==> src/rtl/core/btc_pkg.sv <==
package btc_pkg;

    localparam int PIX_W      = 8;
    localparam int ROW_PIXELS = 4;
    localparam int ROW_W      = PIX_W * ROW_PIXELS;
    localparam int STORE_ROWS = 3;
    localparam int SUM_W      = 12;
    localparam int SQ_W       = 20;
    localparam int PROD_W     = 2 * SUM_W;
    localparam int D_W        = 23;
    localparam int ROOT_W     = 12;
    localparam int ROOT_STEPS = 12;
    localparam int STEP_W     = 4;
    localparam int DEV_W      = 7;
    localparam int MAP_W      = 8;

    localparam logic [1:0]        LAST_ROW   = 2'd3;
    localparam logic [1:0]        LAST_PIXEL = 2'd3;
    localparam logic [STEP_W-1:0] LAST_STEP  = STEP_W'(ROOT_STEPS - 1);
    localparam logic [D_W-1:0]    FIRST_BIT  = D_W'(1) << (D_W - 1);
    localparam logic [DEV_W-1:0]  DEV_MAX    = 7'd127;

    typedef enum logic [2:0] {
        ST_IDLE,
        ST_ACC,
        ST_SQUARE,
        ST_DIFF,
        ST_ROOT,
        ST_FINISH
    } enc_state_t;

    typedef struct packed {
        logic           start;
        logic [D_W-1:0] operand;
    } root_ctrl_t;

    typedef struct packed {
        logic              busy;
        logic              done;
        logic [ROOT_W-1:0] root;
    } root_stat_t;

endpackage

==> src/rtl/core/btc_root.sv <==
module btc_root (
    input  logic                clk,
    input  logic                rst_n,
    input  btc_pkg::root_ctrl_t ctrl,
    output btc_pkg::root_stat_t stat
);
    import btc_pkg::*;

    logic [D_W-1:0]    rem_reg, rem_next;
    logic [D_W-1:0]    root_reg, root_next;
    logic [D_W-1:0]    bit_reg, bit_next;
    logic [STEP_W-1:0] step_reg, step_next;
    logic              busy_reg, busy_next;
    logic              done_reg, done_next;
    logic [D_W:0]      trial;

    // one bit of the restoring root per cycle
    always_comb
    begin
        rem_next  = rem_reg;
        root_next = root_reg;
        bit_next  = bit_reg;
        step_next = step_reg;
        busy_next = busy_reg;
        done_next = 1'b0;
        trial     = {1'b0, root_reg} + {1'b0, bit_reg};
        if (ctrl.start)
        begin
            rem_next  = ctrl.operand;
            root_next = '0;
            bit_next  = FIRST_BIT;
            step_next = '0;
            busy_next = 1'b1;
        end
        else if (busy_reg)
        begin
            if ({1'b0, rem_reg} >= trial)
            begin
                rem_next  = rem_reg - trial[D_W-1:0];
                root_next = (root_reg >> 1) + bit_reg;
            end
            else
            begin
                root_next = root_reg >> 1;
            end
            bit_next  = bit_reg >> 2;
            step_next = step_reg + 1'b1;
            if (step_reg == LAST_STEP)
            begin
                busy_next = 1'b0;
                done_next = 1'b1;
            end
        end
    end

    always_ff @(posedge clk or negedge rst_n)
    begin
        if (!rst_n)
        begin
            rem_reg  <= '0;
            root_reg <= '0;
            bit_reg  <= '0;
            step_reg <= '0;
            busy_reg <= 1'b0;
            done_reg <= 1'b0;
        end
        else
        begin
            rem_reg  <= rem_next;
            root_reg <= root_next;
            bit_reg  <= bit_next;
            step_reg <= step_next;
            busy_reg <= busy_next;
            done_reg <= done_next;
        end
    end

    assign stat.busy = busy_reg;
    assign stat.done = done_reg;
    assign stat.root = root_reg[ROOT_W-1:0];

    a_start_idle: assert property (@(posedge clk) disable iff (!rst_n)
        ctrl.start |-> !busy_reg)
        else $error("root start while busy");

endmodule

==> src/rtl/core/btc_block_encoder.sv <==
// 4x4 block truncation encoder for 8-bit luminance.
// Request channel: pixel_valid/pixel_ready with pixel_a..pixel_d, one block
// row per request, top row first, column 0 in pixel_a.
// Code channel: code_valid/code_ready with block_mean, block_deviation,
// upper_map and lower_map, one code per four rows.
// For rows 0 to 2, one shared 12x12 multiplier squares one pixel per
// cycle into the running sums, then the row goes to the row store.
// Row 3 takes its pixels the same way, then squares the sum on the
// same multiplier, forms 16*Q - S*S and starts the root, waits through
// the root's 12 bit-serial steps and its done flag, and builds the maps;
// the code is registered as the maps are built and is available in the cycle after.
// The code sits in an output register; new rows are taken while it waits.
// If the receiver stalls with a code still held, the next block's last row
// waits in its finish step until the held code is taken.
// Reset clears the row position and sums; the next request is row 0.
module btc_block_encoder (
    input  logic                        clk,
    input  logic                        rst_n,
    input  logic                        pixel_valid,
    output logic                        pixel_ready,
    input  logic [btc_pkg::PIX_W-1:0]   pixel_a,
    input  logic [btc_pkg::PIX_W-1:0]   pixel_b,
    input  logic [btc_pkg::PIX_W-1:0]   pixel_c,
    input  logic [btc_pkg::PIX_W-1:0]   pixel_d,
    output logic                        code_valid,
    input  logic                        code_ready,
    output logic [btc_pkg::PIX_W-1:0]   block_mean,
    output logic [btc_pkg::DEV_W-1:0]   block_deviation,
    output logic [btc_pkg::MAP_W-1:0]   upper_map,
    output logic [btc_pkg::MAP_W-1:0]   lower_map
);
    import btc_pkg::*;

    enc_state_t         state_reg, state_next;
    logic [ROW_W-1:0]   row_store_reg [STORE_ROWS];
    logic [ROW_W-1:0]   row_in_reg, row_in_next;
    logic [1:0]         row_pos_reg, row_pos_next;
    logic [1:0]         pix_idx_reg, pix_idx_next;
    logic [SUM_W-1:0]   pixel_total_reg, pixel_total_next;
    logic [SQ_W-1:0]    square_total_reg, square_total_next;
    logic [PROD_W-1:0]  prod_reg, prod_next;
    logic               code_valid_reg, code_valid_next;
    logic [PIX_W-1:0]   mean_reg, mean_next;
    logic [DEV_W-1:0]   dev_reg, dev_next;
    logic [MAP_W-1:0]   upper_reg, upper_next;
    logic [MAP_W-1:0]   lower_reg, lower_next;
    logic               store_row;

    logic [PIX_W-1:0]   cur_pix;
    logic [SUM_W-1:0]   mul_op;
    logic [PROD_W-1:0]  mul_prod;
    logic [PROD_W-1:0]  sq_scaled;
    logic [PROD_W-1:0]  diff;
    logic [ROW_W-1:0]   block_rows [ROW_PIXELS];
    logic [2*MAP_W-1:0] block_map;
    logic [PIX_W-1:0]   dev_full;

    root_ctrl_t         root_ctrl;
    root_stat_t         root_stat;

    btc_root u_root (
        .clk   (clk),
        .rst_n (rst_n),
        .ctrl  (root_ctrl),
        .stat  (root_stat)
    );

    assign cur_pix   = (state_reg == ST_IDLE) ? pixel_a : row_in_reg[PIX_W*pix_idx_reg +: PIX_W];
    assign mul_op    = (state_reg == ST_SQUARE) ? pixel_total_reg : {4'b0, cur_pix};
    assign mul_prod  = mul_op * mul_op;
    assign sq_scaled = {square_total_reg, 4'b0};
    assign diff      = (sq_scaled >= prod_reg) ? (sq_scaled - prod_reg) : '0;
    assign dev_full  = root_stat.root[ROOT_W-1:4];

    always_comb
    begin
        for (int r = 0; r < STORE_ROWS; r++)
        begin
            block_rows[r] = row_store_reg[r];
        end
        block_rows[ROW_PIXELS-1] = row_in_reg;
        for (int r = 0; r < ROW_PIXELS; r++)
        begin
            for (int i = 0; i < ROW_PIXELS; i++)
            begin
                block_map[2*MAP_W-1-ROW_PIXELS*r-i] =
                    ({block_rows[r][PIX_W*i +: PIX_W], 4'b0} >= pixel_total_reg);
            end
        end
    end

    always_comb
    begin
        state_next        = state_reg;
        row_in_next       = row_in_reg;
        row_pos_next      = row_pos_reg;
        pix_idx_next      = pix_idx_reg;
        pixel_total_next  = pixel_total_reg;
        square_total_next = square_total_reg;
        prod_next         = prod_reg;
        code_valid_next   = code_valid_reg && !code_ready;
        mean_next         = mean_reg;
        dev_next          = dev_reg;
        upper_next        = upper_reg;
        lower_next        = lower_reg;
        store_row         = 1'b0;
        pixel_ready       = 1'b0;
        root_ctrl.start   = 1'b0;
        root_ctrl.operand = diff[D_W-1:0];
        unique case (state_reg)
            ST_IDLE:
            begin
                pixel_ready = 1'b1;
                if (pixel_valid)
                begin
                    row_in_next       = {pixel_d, pixel_c, pixel_b, pixel_a};
                    pixel_total_next  = pixel_total_reg + {4'b0, cur_pix};
                    square_total_next = square_total_reg + mul_prod[SQ_W-1:0];
                    pix_idx_next      = 2'd1;
                    state_next        = ST_ACC;
                end
            end
            ST_ACC:
            begin
                pixel_total_next  = pixel_total_reg + {4'b0, cur_pix};
                square_total_next = square_total_reg + mul_prod[SQ_W-1:0];
                pix_idx_next      = pix_idx_reg + 1'b1;
                if (pix_idx_reg == LAST_PIXEL)
                begin
                    if (row_pos_reg == LAST_ROW)
                    begin
                        state_next = ST_SQUARE;
                    end
                    else
                    begin
                        store_row    = 1'b1;
                        row_pos_next = row_pos_reg + 1'b1;
                        state_next   = ST_IDLE;
                    end
                end
            end
            ST_SQUARE:
            begin
                prod_next  = mul_prod;
                state_next = ST_DIFF;
            end
            ST_DIFF:
            begin
                root_ctrl.start = 1'b1;
                state_next      = ST_ROOT;
            end
            ST_ROOT:
            begin
                if (root_stat.done)
                begin
                    state_next = ST_FINISH;
                end
            end
            ST_FINISH:
            begin
                if (!code_valid_reg || code_ready)
                begin
                    code_valid_next   = 1'b1;
                    mean_next         = pixel_total_reg[SUM_W-1:4];
                    dev_next          = (dev_full > {1'b0, DEV_MAX}) ? DEV_MAX
                                                                     : dev_full[DEV_W-1:0];
                    upper_next        = block_map[2*MAP_W-1:MAP_W];
                    lower_next        = block_map[MAP_W-1:0];
                    pixel_total_next  = '0;
                    square_total_next = '0;
                    row_pos_next      = '0;
                    state_next        = ST_IDLE;
                end
            end
            default:
            begin
                state_next = ST_IDLE;
            end
        endcase
    end

    always_ff @(posedge clk or negedge rst_n)
    begin
        if (!rst_n)
        begin
            state_reg <= ST_IDLE;
        end
        else
        begin
            state_reg <= state_next;
        end
    end

    always_ff @(posedge clk or negedge rst_n)
    begin
        if (!rst_n)
        begin
            for (int r = 0; r < STORE_ROWS; r++)
            begin
                row_store_reg[r] <= '0;
            end
            row_in_reg       <= '0;
            row_pos_reg      <= '0;
            pix_idx_reg      <= '0;
            pixel_total_reg  <= '0;
            square_total_reg <= '0;
            prod_reg         <= '0;
            code_valid_reg   <= 1'b0;
            mean_reg         <= '0;
            dev_reg          <= '0;
            upper_reg        <= '0;
            lower_reg        <= '0;
        end
        else
        begin
            if (store_row)
            begin
                row_store_reg[row_pos_reg] <= row_in_reg;
            end
            row_in_reg       <= row_in_next;
            row_pos_reg      <= row_pos_next;
            pix_idx_reg      <= pix_idx_next;
            pixel_total_reg  <= pixel_total_next;
            square_total_reg <= square_total_next;
            prod_reg         <= prod_next;
            code_valid_reg   <= code_valid_next;
            mean_reg         <= mean_next;
            dev_reg          <= dev_next;
            upper_reg        <= upper_next;
            lower_reg        <= lower_next;
        end
    end

    assign code_valid      = code_valid_reg;
    assign block_mean      = mean_reg;
    assign block_deviation = dev_reg;
    assign upper_map       = upper_reg;
    assign lower_map       = lower_reg;

    a_accept_to_acc: assert property (@(posedge clk) disable iff (!rst_n)
        (pixel_valid && pixel_ready) |=> (state_reg == ST_ACC))
        else $error("request accepted without accumulation");

    a_root_done_state: assert property (@(posedge clk) disable iff (!rst_n)
        root_stat.done |-> (state_reg == ST_ROOT))
        else $error("root done outside root wait");

    a_root_busy_state: assert property (@(posedge clk) disable iff (!rst_n)
        root_stat.busy |-> (state_reg == ST_ROOT))
        else $error("root busy outside root wait");

    a_code_clears_sums: assert property (@(posedge clk) disable iff (!rst_n)
        (state_reg == ST_FINISH && state_next == ST_IDLE)
            |=> (code_valid_reg && row_pos_reg == 2'd0 && pixel_total_reg == '0))
        else $error("block end left state behind");

endmodule
==> config.mk <==
export PLATFORM = sky130hd
export DESIGN_NAME = btc_block_encoder
export DESIGN_NICKNAME = d
export VERILOG_FILES = /design/src/rtl/core/btc_pkg.sv /design/src/rtl/core/btc_root.sv /design/src/rtl/core/btc_block_encoder.sv
export SDC_FILE = /design/constraint.sdc
export NUM_CORES = 1
export LEC_CHECK = 0
export ABC_AREA = 1
export BUFFER_PORTS_ARGS = -buffer_cell sky130_fd_sc_hd__buf_2
export CAP_MARGIN = 0
export CORE_UTILIZATION = 58
export DETAILED_ROUTE_END_ITERATION = 7
export PLACE_DENSITY_LB_ADDON = 0.1
export SLEW_MARGIN = 20
export SYNTH_ARGS = -nofsm -noshare
export SYNTH_HDL_FRONTEND = slang
export SYNTH_HIERARCHICAL = 1
export SYNTH_SLANG_ARGS = --single-unit
==> constraint.sdc <==
create_clock -name clk -period 5.9 [get_ports clk]
set_input_delay 1.475 -clock clk [delete_from_list [all_inputs] [get_ports clk]]
set_output_delay 1.475 -clock clk [all_outputs]
set_load 0.01 [all_outputs]
==> results_dict.tcl <==
set metrics [dict create \
    fin_skew_ns 0.0333 \
    dp_slack_ns -1.43 \
    clk_pin_slew_worst_paths_ns 0.06 \
    multiInputGateArea_um2 17000 \
    postSynthAreaPerCell_um2 7.40 \
    startpoint_type "input pin" \
    die_x_um 209 \
    areaGrowthSynthToFinish_pct 22.7 \
    fp.coreArea_um2 42100 \
    clock_sinks 286 \
    htree_levels 2 \
    largest_reg_flops 96 \
    setup_ws_ns -0.543 \
    setup_viol_count_final 11 \
    cpMostUsedCell "fa_1" \
    grt_start_max_net_pins 112 \
    drt-pass1-iter-count 7 \
    slowest_delay_ns 0.50 \
    drive_above_1_share_pct 20.5 \
    nets 4090 \
    gp_congestion 0.950 \
    drt-initial-drc-count 2248 \
    clkLatencyLatePin_ns 0.58 \
    grt_pass1_wl_um 123000 \
    cap_violations 0 \
    ys_warn_count 6 \
    post_drt_via_cell_ratio 5.70 \
    gr-total-overflow 0 \
    clockRootBuffer "clkbuf_16" \
    ant_nets 0 \
    place_hpwl_um 56800 \
    cpMaxStageDelayCell "fa_1" \
    syn_nets 3771 \
    cp_max_fo 4 \
    max_freq_mhz 155 \
    die_y_um 209 \
    p_per_area_nw_per_um2 376 \
    fill_cells 3278 \
    relSlewSlack_pct 41.2 \
    antenna_found_initial 0 \
    violations "negative setup slack" \
    row_count 75 \
    wl_um 77300 \
    finalMaxSlewViolations 0 \
    syn_inst 3364 \
    seqCellArea_um2 7160 \
    finalSetupTns_ns -4.28 \
    placed_cell_area_um2 27600 \
    peakVddDrop_v 0.000731 \
    cts-buffers-inserted 36 \
    period_share_pct 109 \
    hold_path.class "reg2reg" \
    finalHoldViolations 0 \
    num_io_pins 69 \
    tightest_slew_ns 0.879 \
    stdcell_area_um2 30500 \
    critPathArrivalTime_ns 6.95 \
    drc 0 \
    initial_utilization_pct 59.0 \
    required_ns 6.41 \
    num_vias 24200 \
    utilization_pct 72.5 \
    p_leak_uw 0.0158 \
    fin_cells 4248 \
    fin_crit_ns 6.44 \
    dp.cells 4135 \
    critPathCaptureType "flip-flop" \
    rsz0062_at_grt "yes" \
    crit_type "in2reg" \
    final_common_cell "nand2_1" \
    portBuffers 68 \
    synth_area_um2 24900 \
    final_cell_mix "nand2_1 (879), inv_1 (372), dfrtp_1 (284), buf_4 (271), ha_1 (260)" \
    die_area_um2 43700 \
    tritoncts "yes" \
    status "finished with violations" \
    ctsLongestPathBuffers 3 \
    first_global_vias 24000 \
    wl_per_cell_um 18.2 \
    grt_use_total_pct 35.3 \
    antenna_cells 0 \
]
==> repair_timing <==
item,in CTS,in global routing
pin swaps,79,90
gates resized for setup,167,148
setup endpoints to repair,19,22
buffers inserted,23,30
hold buffers,0,0
==> worst max-delay path, delay by kind of cell <==
| kind | cells | cell delay (ns) |
|---|---|---|
| AND/OR/NAND/NOR | 11 | 0.95 |
| buffers and inverters | 7 | 0.58 |
| AO/OA/AOI/OAI | 5 | 0.71 |
| adder cells (fa/ha/maj) | 7 | 2.96 |
| XOR/XNOR | 1 | 0.23 |
==> worst paths after layout <==
path                               startpoint                    to  slack (ns)  cells past startpoint
min in group asynchronous               rst_n          prod_reg[19]        0.86                      1
setup / recovery                   pixel_a[7]  square_total_reg[16]       -0.54                     31
setup reg to reg               pix_idx_reg[1]  square_total_reg[16]       -0.48                     33
hold reg to reg            u_root/step_reg[3]    u_root/step_reg[3]        0.47                      1
hold / removal             u_root/step_reg[3]    u_root/step_reg[3]        0.47                      1
max in group asynchronous               rst_n    u_root/root_reg[8]        3.91                      2
==> power breakdown <==
| part | internal [uW] | total (uW) | switching, uW |
|---|---|---|---|
| combinational | 3460 | 7170 | 3710 |
| sequential | 1980 | 1990 | 13.3 |
| clock | 1370 | 2330 | 959 |
==> layer usage <==
metal | GRT usage [%] | wire, um | part of all wire (%)
met1 | 48.3 | 34100 | 44
met2 | 57.7 | 35900 | 46
met3 | 5.44 | 5150 | 6.7
met4 | 10.7 | 2140 | 2.8
met5 | 0 | 0 | 0
==> through the flow <==
step	total power [uW]	hold slack, ns
6_report	11500	0.469
5_1_grt	12000	0.487
4_1_cts	10400	0.472
3_5_place_dp	6560	0.459
3_3_place_gp	6500	0.451
2_1_floorplan	4390	0.434
==> layout make-up <==
class / instances / area share [%]
clock buffer: 48 / 3.33
inverter: 448 / 5.56
sequential: 286 / 23.4
timing repair buffer: 368 / 9.19
tap: 539 / 2.21
multi-input combinational: 2543 / 55.5
clock inverter: 16 / 0.746
No activity file was read; power rests on OpenSTA's default activity.
